$ cat src/hw/rtl/assert_macros.svh
// ----------------------------------------------------------------------------
// Assertion macros
// Shared concurrent assertion helpers, clocked on clk_i, disabled in reset.
// ----------------------------------------------------------------------------
`ifndef ASSERT_MACROS_SVH
`define ASSERT_MACROS_SVH

// Same-cycle implication
`define ASSERT_IMPL(label, ante, cons, msg) \
  label: assert property (@(posedge clk_i) disable iff (!rst_ni) (ante) |-> (cons)) \
    else $error(msg);

// Next-cycle implication
`define ASSERT_NEXT(label, ante, cons, msg) \
  label: assert property (@(posedge clk_i) disable iff (!rst_ni) (ante) |=> (cons)) \
    else $error(msg);

`endif

$ cat src/hw/rtl/dmatrig_pkg.sv
// ----------------------------------------------------------------------------
// DMA trigger controller package
// Transaction layouts, register window layout and field codes.
// ----------------------------------------------------------------------------
package dmatrig_pkg;

  // Operation carried in the input tuser
  typedef enum logic [1:0] {
    FUNC_READ   = 2'd0,
    FUNC_WRITE  = 2'd1,
    FUNC_UPDATE = 2'd2
  } func_e;

  // Register access width codes
  localparam logic [1:0] WIDTH_BYTE = 2'd0;
  localparam logic [1:0] WIDTH_HALF = 2'd1;

  // Video phase codes
  localparam logic [1:0] PHASE_DRAW   = 2'd0;
  localparam logic [1:0] PHASE_HBLANK = 2'd1;
  localparam logic [1:0] PHASE_VBLANK = 2'd2;

  // Start timing codes
  localparam logic [1:0] TIMING_NOW    = 2'd0;
  localparam logic [1:0] TIMING_VBLANK = 2'd1;
  localparam logic [1:0] TIMING_HBLANK = 2'd2;

  // Address modes
  localparam logic [1:0] MODE_INC = 2'd0;
  localparam logic [1:0] MODE_DEC = 2'd1;

  // Window layout: three 32-bit words per channel (SAD, DAD, CNT_H:CNT_L)
  localparam int NUM_CH       = 4;
  localparam int WORDS_PER_CH = 3;
  localparam int NUM_WORDS    = NUM_CH * WORDS_PER_CH;
  localparam int W_SAD        = 0;
  localparam int W_DAD        = 1;
  localparam int W_CNT        = 2;
  localparam logic [3:0] WIN_WORDS = 4'd12;

  // Control halfword bit positions
  localparam int CTL_DMODE  = 5;
  localparam int CTL_SMODE  = 7;
  localparam int CTL_REPEAT = 9;
  localparam int CTL_WORD   = 10;
  localparam int CTL_TIMING = 12;
  localparam int CTL_IRQ    = 14;
  localparam int CTL_ENABLE = 15;

  // Count widths and zero-count substitutes
  localparam logic [16:0] COUNT_MAX_NARROW = 17'h04000;
  localparam logic [16:0] COUNT_MAX_WIDE   = 17'h10000;

  typedef struct packed {
    func_e       func;
    logic [5:0]  reg_offset;
    logic [1:0]  access_width;
    logic [31:0] write_data;
    logic [1:0]  display_phase;
  } in_item_t;

  typedef struct packed {
    logic [31:0] read_data;
    logic        started;
    logic [1:0]  chan;
    logic [31:0] src_start;
    logic [31:0] dst_start;
    logic [16:0] unit_count;
    logic        word_units;
    logic [1:0]  src_mode;
    logic [1:0]  dst_mode;
    logic        irq_request;
  } out_item_t;

endpackage

$ cat src/hw/rtl/four_channel_dma_trigger_controller.sv
// ----------------------------------------------------------------------------
// Four-channel DMA trigger controller
// Path: one input stage register, then one result register, to the master side.
// Throughput: one transaction per cycle unless the master side stalls; the
//   four channels are evaluated in parallel in one pass.
// Reset: asynchronous, active low; register window, latches, enable history
//   and last phase clear to zero (drawing) at once, no clearing pass.
// ----------------------------------------------------------------------------
`include "assert_macros.svh"

module four_channel_dma_trigger_controller
  import dmatrig_pkg::*;
(
  input  logic         clk_i,
  input  logic         rst_ni,
  // tdata: [5:0] reg_offset, [7:6] access_width, [39:8] write_data,
  //        [41:40] display_phase, [47:42] zero
  input  logic         s_axis_tvalid,
  output logic         s_axis_tready,
  input  logic [47:0]  s_axis_tdata,
  // tuser: [1:0] func
  input  logic [1:0]   s_axis_tuser,
  // tdata: [31:0] read_data, [33:32] chan, [65:34] src_start, [97:66] dst_start,
  //        [114:98] unit_count, [115] word_units, [117:116] src_mode,
  //        [119:118] dst_mode, [120] irq_request, [127:121] zero
  output logic         m_axis_tvalid,
  input  logic         m_axis_tready,
  output logic [127:0] m_axis_tdata,
  // tuser: [0] started
  output logic         m_axis_tuser
);

  // Input stage and result register
  logic      in_valid_q;
  in_item_t  in_q;
  logic      out_valid_q;
  out_item_t out_q, out_d;
  logic      advance;

  // Architectural state
  logic [NUM_WORDS-1:0][31:0] words_q, words_d;
  logic [NUM_CH-1:0]          seen_q, seen_d;
  logic [NUM_CH-1:0][31:0]    src_q, src_d;
  logic [NUM_CH-1:0][31:0]    dst_q, dst_d;
  logic [NUM_CH-1:0][15:0]    cnt_q, cnt_d;
  logic [1:0]                 last_phase_q, last_phase_d;

  // Handshake
  assign advance       = in_valid_q && (!out_valid_q || m_axis_tready);
  assign s_axis_tready = !in_valid_q || advance;

  // Capture input transaction
  always_ff @(posedge clk_i or negedge rst_ni) begin
    if (!rst_ni) begin
      in_valid_q <= 1'b0;
    end else if (s_axis_tready) begin
      in_valid_q <= s_axis_tvalid;
    end
  end

  always_ff @(posedge clk_i) begin
    if (s_axis_tready && s_axis_tvalid) begin
      in_q.func          <= func_e'(s_axis_tuser);
      in_q.reg_offset    <= s_axis_tdata[5:0];
      in_q.access_width  <= s_axis_tdata[7:6];
      in_q.write_data    <= s_axis_tdata[39:8];
      in_q.display_phase <= s_axis_tdata[41:40];
    end
  end

  // Register access decode: word index, byte lane and enables
  logic [3:0]  word_idx;
  logic        in_win;
  logic [1:0]  lane;
  logic [3:0]  byte_en;
  logic [31:0] rd_mask;
  logic [31:0] rd_word;
  logic [31:0] rd_value;
  logic [31:0] wr_shifted;

  assign word_idx = in_q.reg_offset[5:2];
  assign in_win   = (word_idx < WIN_WORDS);

  always_comb begin
    case (in_q.access_width)
      WIDTH_BYTE: begin
        lane    = in_q.reg_offset[1:0];
        byte_en = 4'b0001 << in_q.reg_offset[1:0];
        rd_mask = 32'h0000_00FF;
      end
      WIDTH_HALF: begin
        lane    = {in_q.reg_offset[1], 1'b0};
        byte_en = 4'b0011 << {in_q.reg_offset[1], 1'b0};
        rd_mask = 32'h0000_FFFF;
      end
      default: begin
        lane    = 2'b00;
        byte_en = 4'b1111;
        rd_mask = 32'hFFFF_FFFF;
      end
    endcase
  end

  assign rd_word    = in_win ? words_q[word_idx] : 32'h0;
  assign rd_value   = (rd_word >> {lane, 3'b000}) & rd_mask;
  assign wr_shifted = in_q.write_data << {lane, 3'b000};

  // Per-channel view: enable edge, fresh latch values, eligibility
  logic [NUM_CH-1:0][15:0] ctl;
  logic [NUM_CH-1:0]       rise;
  logic [NUM_CH-1:0]       elig;
  logic [NUM_CH-1:0][31:0] src_cur, dst_cur;
  logic [NUM_CH-1:0][15:0] cnt_cur;

  always_comb begin
    for (int c = 0; c < NUM_CH; c++) begin
      ctl[c]     = words_q[c*WORDS_PER_CH + W_CNT][31:16];
      rise[c]    = !seen_q[c] && ctl[c][CTL_ENABLE];
      src_cur[c] = rise[c] ? words_q[c*WORDS_PER_CH + W_SAD] : src_q[c];
      dst_cur[c] = rise[c] ? words_q[c*WORDS_PER_CH + W_DAD] : dst_q[c];
      cnt_cur[c] = rise[c] ? words_q[c*WORDS_PER_CH + W_CNT][15:0] : cnt_q[c];
      case (ctl[c][CTL_TIMING +: 2])
        TIMING_NOW: begin
          elig[c] = ctl[c][CTL_ENABLE];
        end
        TIMING_VBLANK: begin
          elig[c] = ctl[c][CTL_ENABLE] && (last_phase_q != PHASE_VBLANK) &&
                    (in_q.display_phase == PHASE_VBLANK);
        end
        TIMING_HBLANK: begin
          elig[c] = ctl[c][CTL_ENABLE] && (last_phase_q != PHASE_HBLANK) &&
                    (in_q.display_phase == PHASE_HBLANK);
        end
        default: begin
          elig[c] = ctl[c][CTL_ENABLE] && (c == NUM_CH - 1);
        end
      endcase
    end
  end

  // Pick the lowest eligible channel
  logic [1:0] sel;
  logic       any_elig;

  always_comb begin
    sel = 2'd0;
    for (int c = NUM_CH - 1; c >= 0; c--) begin
      if (elig[c]) begin
        sel = 2'(c);
      end
    end
  end
  assign any_elig = |elig;

  // Descriptor of the selected channel
  logic [15:0] sel_ctl;
  logic [15:0] sel_cnt_raw;
  logic [16:0] sel_count;
  logic [31:0] span;
  logic [1:0]  sel_smode, sel_dmode;
  logic        sel_word;
  logic        clear_en;

  assign sel_ctl     = ctl[sel];
  assign sel_cnt_raw = cnt_cur[sel];
  assign sel_smode   = sel_ctl[CTL_SMODE +: 2];
  assign sel_dmode   = sel_ctl[CTL_DMODE +: 2];
  assign sel_word    = sel_ctl[CTL_WORD];
  assign clear_en    = !sel_ctl[CTL_REPEAT] || (sel_ctl[CTL_TIMING +: 2] == TIMING_NOW);

  always_comb begin
    if (sel == 2'(NUM_CH - 1)) begin
      sel_count = (sel_cnt_raw == 16'h0) ? COUNT_MAX_WIDE : {1'b0, sel_cnt_raw};
    end else begin
      sel_count = (sel_cnt_raw[13:0] == 14'h0) ? COUNT_MAX_NARROW
                                               : {3'b000, sel_cnt_raw[13:0]};
    end
  end

  assign span = sel_word ? {13'h0, sel_count, 2'b00} : {14'h0, sel_count, 1'b0};

  // Next state and result
  always_comb begin
    words_d      = words_q;
    seen_d       = seen_q;
    src_d        = src_q;
    dst_d        = dst_q;
    cnt_d        = cnt_q;
    last_phase_d = last_phase_q;
    out_d        = '0;

    case (in_q.func)
      FUNC_READ: begin
        out_d.read_data = rd_value;
      end
      FUNC_WRITE: begin
        for (int w = 0; w < NUM_WORDS; w++) begin
          if (in_win && (word_idx == 4'(w))) begin
            for (int b = 0; b < 4; b++) begin
              if (byte_en[b]) begin
                words_d[w][8*b +: 8] = wr_shifted[8*b +: 8];
              end
            end
          end
        end
      end
      FUNC_UPDATE: begin
        last_phase_d = in_q.display_phase;
        for (int c = 0; c < NUM_CH; c++) begin
          seen_d[c] = ctl[c][CTL_ENABLE];
          src_d[c]  = src_cur[c];
          dst_d[c]  = dst_cur[c];
          cnt_d[c]  = cnt_cur[c];
          if (any_elig && (sel == 2'(c))) begin
            // Advance stored addresses past the transfer
            if (sel_smode == MODE_INC) begin
              src_d[c] = src_cur[c] + span;
            end else if (sel_smode == MODE_DEC) begin
              src_d[c] = src_cur[c] - span;
            end
            if (sel_dmode == MODE_INC) begin
              dst_d[c] = dst_cur[c] + span;
            end else if (sel_dmode == MODE_DEC) begin
              dst_d[c] = dst_cur[c] - span;
            end
            // Drop enable for one-shot transfers and for immediate-timing starts
            if (clear_en) begin
              words_d[c*WORDS_PER_CH + W_CNT][16 + CTL_ENABLE] = 1'b0;
            end
          end
        end
        if (any_elig) begin
          out_d.started     = 1'b1;
          out_d.chan        = sel;
          out_d.src_start   = src_cur[sel];
          out_d.dst_start   = dst_cur[sel];
          out_d.unit_count  = sel_count;
          out_d.word_units  = sel_word;
          out_d.src_mode    = sel_smode;
          out_d.dst_mode    = sel_dmode;
          out_d.irq_request = sel_ctl[CTL_IRQ];
        end
      end
      default: begin
        out_d = '0;
      end
    endcase
  end

  // Update state on each processed transaction
  always_ff @(posedge clk_i or negedge rst_ni) begin
    if (!rst_ni) begin
      words_q      <= '0;
      seen_q       <= '0;
      src_q        <= '0;
      dst_q        <= '0;
      cnt_q        <= '0;
      last_phase_q <= PHASE_DRAW;
    end else if (advance) begin
      words_q      <= words_d;
      seen_q       <= seen_d;
      src_q        <= src_d;
      dst_q        <= dst_d;
      cnt_q        <= cnt_d;
      last_phase_q <= last_phase_d;
    end
  end

  // Result register
  always_ff @(posedge clk_i or negedge rst_ni) begin
    if (!rst_ni) begin
      out_valid_q <= 1'b0;
    end else if (advance) begin
      out_valid_q <= 1'b1;
    end else if (m_axis_tready) begin
      out_valid_q <= 1'b0;
    end
  end

  always_ff @(posedge clk_i) begin
    if (advance) begin
      out_q <= out_d;
    end
  end

  // Drive master side
  assign m_axis_tvalid = out_valid_q;
  assign m_axis_tuser  = out_q.started;
  assign m_axis_tdata  = {7'h00, out_q.irq_request, out_q.dst_mode, out_q.src_mode,
                          out_q.word_units, out_q.unit_count, out_q.dst_start,
                          out_q.src_start, out_q.chan, out_q.read_data};

  // Checks
  `ASSERT_NEXT(a_advance_fills_out, advance, out_valid_q, "processed transaction lost")
  `ASSERT_IMPL(a_start_descriptor, out_valid_q && out_q.started, (out_q.read_data == 32'h0) && (out_q.unit_count != 17'h0), "bad start descriptor")
  `ASSERT_NEXT(a_read_keeps_window, advance && (in_q.func == FUNC_READ), $stable(words_q), "register read changed window")

endmodule

$ cat config.mk
export PLATFORM = sky130hd
export DESIGN_NAME = four_channel_dma_trigger_controller
export DESIGN_NICKNAME = d
export VERILOG_FILES = /design/src/hw/rtl/dmatrig_pkg.sv /design/src/hw/rtl/four_channel_dma_trigger_controller.sv
export VERILOG_INCLUDE_DIRS = /design/src /design/src/hw/rtl
export SDC_FILE = /design/constraint.sdc
export NUM_CORES = 2
export LEC_CHECK = 0
export BUFFER_PORTS_ARGS = -buffer_cell sky130_fd_sc_hd__buf_4
export CORE_MARGIN = 2
export CORE_UTILIZATION = 58
export DETAILED_ROUTE_END_ITERATION = 6
export PLACE_DENSITY = 0.76
export SKIP_LAST_GASP = 1
export SLEW_MARGIN = 15
export SYNTH_ARGS = -nofsm -noshare
export SYNTH_HDL_FRONTEND = slang
export SYNTH_SLANG_ARGS = --single-unit
$ cat constraint.sdc
create_clock -name clk_i -period 7.1 [get_ports clk_i]
set_input_delay 1.065 -clock clk_i [delete_from_list [all_inputs] [get_ports clk_i]]
set_output_delay 1.065 -clock clk_i [all_outputs]
set_load 0.01 [all_outputs]
== Word level (Yosys, flattened, before mapping) ==
Index checks and enable logic that the tools add are counted.

* Bits of input ports: 54
* Bits in registers: 878

* $lt $le $gt $ge: 3
* Muxes and demuxes: 94
* $add $sub $neg: 16
* Eq/ne operators: 41
* Bitwise gates (word level): 1
* Shifts and indexed selects: 4
* Reduce and logical (&&, ||, !) cells: 117

{| class="wikitable"
|+ Operators with widths
! kind !! number
|-
| $mux W32 || 40
|-
| $add A32 B19 Y32 || 8
|-
| $sub A32 B19 Y32 || 8
|-
| $reduce_and A4 Y1 || 48
|-
| $bmux W32 S2 || 2
|-
| $bmux W32 S4 || 1
|-
| $mux W8 || 16
|-
| $mux W90 || 1
|-
| $mux W16 || 5
|-
| $bmux W16 S2 || 2
|-
| $pmux W32 S2 || 1
|-
| $logic_and A1 B1 Y1 || 38
|-
| $mux W17 || 2
|-
| $and A32 B32 Y32 || 1
|-
| $shl A32 B5 Y32 || 1
|-
| $shr A32 B5 Y32 || 1
|-
| $mux W15 || 2
|-
| $reduce_and A6 Y1 || 4
|-
| $ne A2 B2 Y1 const B || 11
|-
| $eq A2 B1 Y1 const B || 10
|-
| $mux W19 || 1
|-
| $logic_not A2 Y1 || 9
|-
| $eq A2 B2 Y1 const B || 8
|-
| $eq A4 B3 Y1 const B || 4
|-
| 23 further kinds || 52
|}

== Longest topological paths before layout ==
* Depth after elaboration: 18
* Depth in mapped cells: 26
* Gate-level depth less buffers: 23

== Worst setup path before layout ==
No wires, ideal clock.

* Path kind: flip-flop to flip-flop
* Start point: register in_q[1] in the netlist's numbering
* End point: register src_q[116] in the netlist's numbering
* Path buffers: 3
* Path slack: 0.384 ns
* Library setup time: 0.077 ns
* Stages on the path, launching flop included: 22
* Data arrival time: 6.638 ns
* Required time: 7.023 ns
* Cells stage by stage: edfxtp_1 -> nand2b_4 -> o31a_1 -> nor3_1 -> o31ai_1 -> buf_2 -> a221o_1 -> clkbuf_1 -> clkbuf_1 -> o21bai_1 -> inv_1 -> ha_1 -> nor2b_1 -> or3_1 -> a211o_1 -> o22a_1 -> a311oi_1 -> o311a_1 -> a2bb2oi_1 -> mux2i_1 -> a21oi_1 -> a21oi_1

* Cells in the longest elaborated chain, start to end: 17
* Elaborated cells on any way between the ends: 38
* Classes of those cells: 2 x add/sub; 4 x eq/ne; 19 x mux; 13 x reduce/logical

{| class="wikitable"
|+ RTL lines
! item !! line !! text
|-
| from (decl) || four_channel_dma_trigger_controller.sv:35 || <nowiki>in_item_t in_q;</nowiki>
|-
| $eq A2 B1 Y1 or $eq A2 B2 Y1 (tied branches) || four_channel_dma_trigger_controller.sv:132, four_channel_dma_trigger_controller.sv:128 ||
|-
| $logic_and A1 B1 Y1, on equally long branches || four_channel_dma_trigger_controller.sv:131, four_channel_dma_trigger_controller.sv:127 ||
|-
| $pmux W1 S2 || four_channel_dma_trigger_controller.sv:122 || <nowiki>case (ctl[c][CTL_TIMING +: 2])</nowiki>
|-
| $mux W2 (4 in series) || four_channel_dma_trigger_controller.sv:148 || <nowiki>if (elig[c]) begin</nowiki>
|-
| $bmux W16 S2 || four_channel_dma_trigger_controller.sv:165 || <nowiki>assign sel_cnt_raw = cnt_cur[sel];</nowiki>
|-
| $mux W16 (not written as such) || four_channel_dma_trigger_controller.sv:165 ||
|-
| $logic_not A16 Y1 or $logic_not A14 Y1 (tied branches) || four_channel_dma_trigger_controller.sv:173, four_channel_dma_trigger_controller.sv:175 ||
|-
| $mux W17 or $mux W15 (tied branches) || four_channel_dma_trigger_controller.sv:173, four_channel_dma_trigger_controller.sv:175 ||
|-
| $mux W17 || four_channel_dma_trigger_controller.sv:172 || <nowiki>if (sel == 2'(NUM_CH - 1)) begin</nowiki>
|-
| $mux W19 || four_channel_dma_trigger_controller.sv:180 || <nowiki>assign span = sel_word ? {13'h0, sel_count, 2'b00} : {14'h0, sel_count, 1'b0};</nowiki>
|-
| $sub A32 B19 Y32 || four_channel_dma_trigger_controller.sv:219 || <nowiki>src_d[c] = src_cur[c] - span;</nowiki>
|-
| $mux W32 || four_channel_dma_trigger_controller.sv:218 || <nowiki>end else if (sel_smode == MODE_DEC) begin</nowiki>
|-
| $mux W32 || four_channel_dma_trigger_controller.sv:216 || <nowiki>if (sel_smode == MODE_INC) begin</nowiki>
|-
| $mux W32 * || four_channel_dma_trigger_controller.sv:214 || <nowiki>if (any_elig && (sel == 2'(c))) begin</nowiki>
|-
| to (signal assigned) || four_channel_dma_trigger_controller.sv:262 || <nowiki>src_q <= src_d;</nowiki>
|-
| to (decl) || four_channel_dma_trigger_controller.sv:43 || <nowiki>logic [NUM_CH-1:0][31:0] src_q, src_d;</nowiki>
|}

Every way passes the cells marked *; elsewhere a longest branch is shown, timed or not. The select of a mux whose other input is x is not followed.
A chain may end at the register's enable or synchronous reset.

== Worst setup path after layout ==
* Start point: register last_phase_q[0]
* End point: register dst_q[123] in the netlist's numbering

* Cells in the longest elaborated chain, start to end: 18
* Elaborated cells on any way between the ends: 46
* Classes of those cells: 2 x add/sub; 4 x eq/ne; 19 x mux; 21 x reduce/logical

{| class="wikitable"
|+ RTL lines
! item !! line !! text
|-
| from (decl) || four_channel_dma_trigger_controller.sv:46 || <nowiki>logic [1:0] last_phase_q, last_phase_d;</nowiki>
|-
| from (signal assigned) || four_channel_dma_trigger_controller.sv:265 || <nowiki>last_phase_q <= last_phase_d;</nowiki>
|-
| $ne A2 B1 Y1 or $ne A2 B2 Y1 (tied branches) || four_channel_dma_trigger_controller.sv:131, four_channel_dma_trigger_controller.sv:127 ||
|-
| $logic_and A1 B1 Y1, on equally long branches (2 in series) || four_channel_dma_trigger_controller.sv:131, four_channel_dma_trigger_controller.sv:127 ||
|-
| $pmux W1 S2 || four_channel_dma_trigger_controller.sv:122 ||
|-
| $mux W2 (4 in series) || four_channel_dma_trigger_controller.sv:148 ||
|-
| $bmux W16 S2 || four_channel_dma_trigger_controller.sv:165 ||
|-
| $mux W16 (not written as such) || four_channel_dma_trigger_controller.sv:165 ||
|-
| $logic_not A16 Y1 or $logic_not A14 Y1 (tied branches) || four_channel_dma_trigger_controller.sv:173, four_channel_dma_trigger_controller.sv:175 ||
|-
| $mux W17 or $mux W15 (tied branches) || four_channel_dma_trigger_controller.sv:173, four_channel_dma_trigger_controller.sv:175 ||
|-
| $mux W17 || four_channel_dma_trigger_controller.sv:172 ||
|-
| $mux W19 || four_channel_dma_trigger_controller.sv:180 ||
|-
| $sub A32 B19 Y32 || four_channel_dma_trigger_controller.sv:224 || <nowiki>dst_d[c] = dst_cur[c] - span;</nowiki>
|-
| $mux W32 || four_channel_dma_trigger_controller.sv:223 || <nowiki>end else if (sel_dmode == MODE_DEC) begin</nowiki>
|-
| $mux W32 || four_channel_dma_trigger_controller.sv:221 || <nowiki>if (sel_dmode == MODE_INC) begin</nowiki>
|-
| $mux W32 * || four_channel_dma_trigger_controller.sv:214 ||
|-
| to (signal assigned) || four_channel_dma_trigger_controller.sv:263 || <nowiki>dst_q <= dst_d;</nowiki>
|-
| to (decl) || four_channel_dma_trigger_controller.sv:44 || <nowiki>logic [NUM_CH-1:0][31:0] dst_q, dst_d;</nowiki>
|}

Marks and branches as above.

==> impl_metrics.tcl <==
set metrics [dict create \
    die_w_microns 329 \
    cp_max_fo 18 \
    layout_common_cells "960 x nand2_1, 706 x dfrtp_1, 589 x nor2_1" \
    synth.cell_area_sq_um 61400 \
    avgViaCountPerCell 7.04 \
    slew_headroom 0.0508 \
    n_fill_cell 8489 \
    drt_iter0_drc 8270 \
    hp-class "in2async" \
    synth_cells 6827 \
    synth.avg_cell_area_sq_um 9.00 \
    hold_viol_final 0 \
    synth_compound_area_frac 0.199 \
    firstDrtPassIters 6 \
    post-place-cells 8272 \
    drv_cap 0 \
    drtAntennaViolNets 0 \
    insertion_delay_ns 0.76 \
    antenna_found_initial 15 \
    peakVddDrop_v 0.000243 \
    start_util 0.585 \
    status "finished, final reports clean" \
    worstPathArrival_ns 7.61 \
    holdBufCountCts 0 \
    synthAdderAreaFrac 0.0643 \
    muxShareOfSynthArea 0.139 \
    core_area_sq_um 105000 \
    die_h_microns 329 \
    place_congestion 1.05 \
    final_nets 7350 \
    synth.area.top_cells "dfrtp_1 29%, edfxtp_1 8.1%, mux2_2 6.8%" \
    synthArstFlopShare 0.810 \
    skew_ns 0.0727 \
    via_count 59700 \
    p_per_area_nw_per_um2 301 \
    dr_wl_met2_mm 108 \
    io_buffers 171 \
    ys.flop_type "dfrtp_1" \
    period_share 0.986 \
    ys_warn_count 0 \
    syn_to_final_growth_pct 13.0 \
    yosysTopAreaCell "dfrtp_1" \
    clkTransAtPathRegs_ns 0.06 \
    instances_no_fill 8474 \
    overflow 0 \
    synth_edf_count 166 \
    synth_top_area_frac 0.288 \
    ys_ff_latch 872 \
    ys_seq_area_frac 0.369 \
    grt_pass1_wl_mm 379 \
    rsz0062_at_grt "no" \
    place_hpwl_mm 191 \
    synth_top_family_by_area "compound AO/OA/AOI/OAI gates" \
    cts_tree "yes" \
    synth.distinct_cells 102 \
    drt-total-wl_mm 264 \
    clockBufferDepth 3 \
    drc 0 \
    row_count 119 \
    fmax_ghz 0.143 \
    critPathLaunchType "flop" \
    setup.worst_path.class "reg2reg" \
    wl_met3_mm 41.3 \
    synth_xor_area_frac 0.0158 \
    top_layer "met5" \
    yosys.area_share.simple 0.171 \
    met1_length_mm 97.4 \
    grt_max_degree 197 \
    first_global_vias 56700 \
    final-max-slew-violation-count 0 \
    power_leakage_nw 30.4 \
    clkSinkCount 872 \
    period_minus_slack_ns 7.00 \
    setup_violations 0 \
    worst_pin_slew_ns 1.41 \
    required_ns 7.71 \
    htree_levels 3 \
    cts_made_buffers 100 \
    grtUsageTotal 0.476 \
    final_common_cell "nand2_1" \
    io_pins 185 \
    die_area_sq_um 109000 \
    wire_per_inst_microns 31.1 \
    fin_tns_setup_ns 0 \
    cts-root-buf "clkbuf_16" \
    drive_above_1_share 0.179 \
    endpoint_kind "flop" \
]
cells by family after synthesis:
family / Yosys count
xor gates and xnor gates: 111
buffers and inverters: 674
DFF: 872
adders and majority gates: 306
and+or+nand+nor: 2328
muxes: 686
other: 1
AOI/OAI and AO/OA: 1849
where the power goes:
group | internal [mW] | switching, mW
sequential | 5.62 | 0.553
combinational | 3.11 | 5.75
clock | 3.41 | 2.43
synth_stat cells (55+ instances only):
cell type    n
nand2_1    964
dfrtp_1    706
nor2_1     595
a21oi_1    490
o21ai_0    390
mux2_2     370
clkbuf_1   341
ha_1       290
mux2i_1    220
inv_1      219
edfxtp_1   166
nand3_1    150
nor3_1     142
o22ai_1    126
mux4_2      96
nand2b_1    85
xnor2_1     83
a221oi_1    67
o31ai_1     63
a21o_1      61
and3_1      58
nor2b_1     56
a211oi_1    55
sequential cells by signal, indices dropped and copies added, names as in the netlist:
register	count
m_axis_tuser	1
words_q	320
last_phase_q	2
in_valid_q	1
in_q	44
dst_q	128
m_axis_tvalid	1
ctl	64
cnt_q	58
m_axis_tdata	121
seen_q	4
src_q	128
cell type report:
cell class,instances,area (sq um),share of cell area
sequential,872,22700,0.326
tap,1391,1740,0.0251
timing repair buffer,509,4020,0.0579
clock inverter,65,898,0.0129
inverter,220,826,0.0119
clock buffer,125,2800,0.0403
multi-input combinational,5287,36500,0.525
antenna,5,12.5,0.000180
critical path: stages, from the launching register on:
cell	delay [ns]
dfrtp_1	0.38
nor2b_2	0.26
o21a_1	0.24
o21a_1	0.55
buf_4	0.33
nand3_4	0.36
o22ai_1	0.33
a21oi_1	0.10
buf_4	0.20
nand2_1	0.06
nand2_1	0.17
buf_4	0.27
ha_1	0.48
nor2b_1	0.14
and3_1	0.21
a2111o_1	0.36
o21bai_1	0.23
a311o_1	0.43
a221oi_1	0.55
buf_4	0.23
nand2b_1	0.20
o22ai_1	0.19
mux2_2	0.30
a211oi_1	0.23
per-stage QoR:
step                      hold slack [ns]  utilization  cell area, sq um  setup slack [ns]  power (mW)
final                               0.355        0.660             69400            0.0995        20.9
after global routing                0.392        0.660             69400           0.00424        21.6
after CTS                           0.369        0.659             69300            0.0472        20.4
after detailed placement            0.460        0.624             65600             0.175        14.6
after global placement              0.451        0.624             65600             0.300        14.5
after floorplan                     0.439            -             61500             0.384        11.4
metal layers:
metal  global-route usage  up-vias
met4                0.261       20
met2                0.674     4179
li1                     -    25500
met3                0.213      888
met5                    0        -
met1                0.608    29100
final timing paths:
path,slack (ns),end,startpoint,cells after the start
worst max-delay path,0.1,dst_q[123],last_phase_q[0],23
worst min-delay path,0.36,dst_q[4],rst_ni,1
worst max register to register,0.1,dst_q[123],last_phase_q[0],23
worst min register to register,0.48,dst_q[39],dst_q[39],2
max in group asynchronous,5.19,words_q[106],rst_ni,2
min in group clk_i,0.48,dst_q[39],dst_q[39],2
what timing repair did:
item,in CTS,in global routing
hold endpoints to repair,0,0
buffers inserted,0,5
setup endpoints to repair,0,44
gates resized for setup,0,10
No activity file was read; power rests on OpenSTA's default activity.
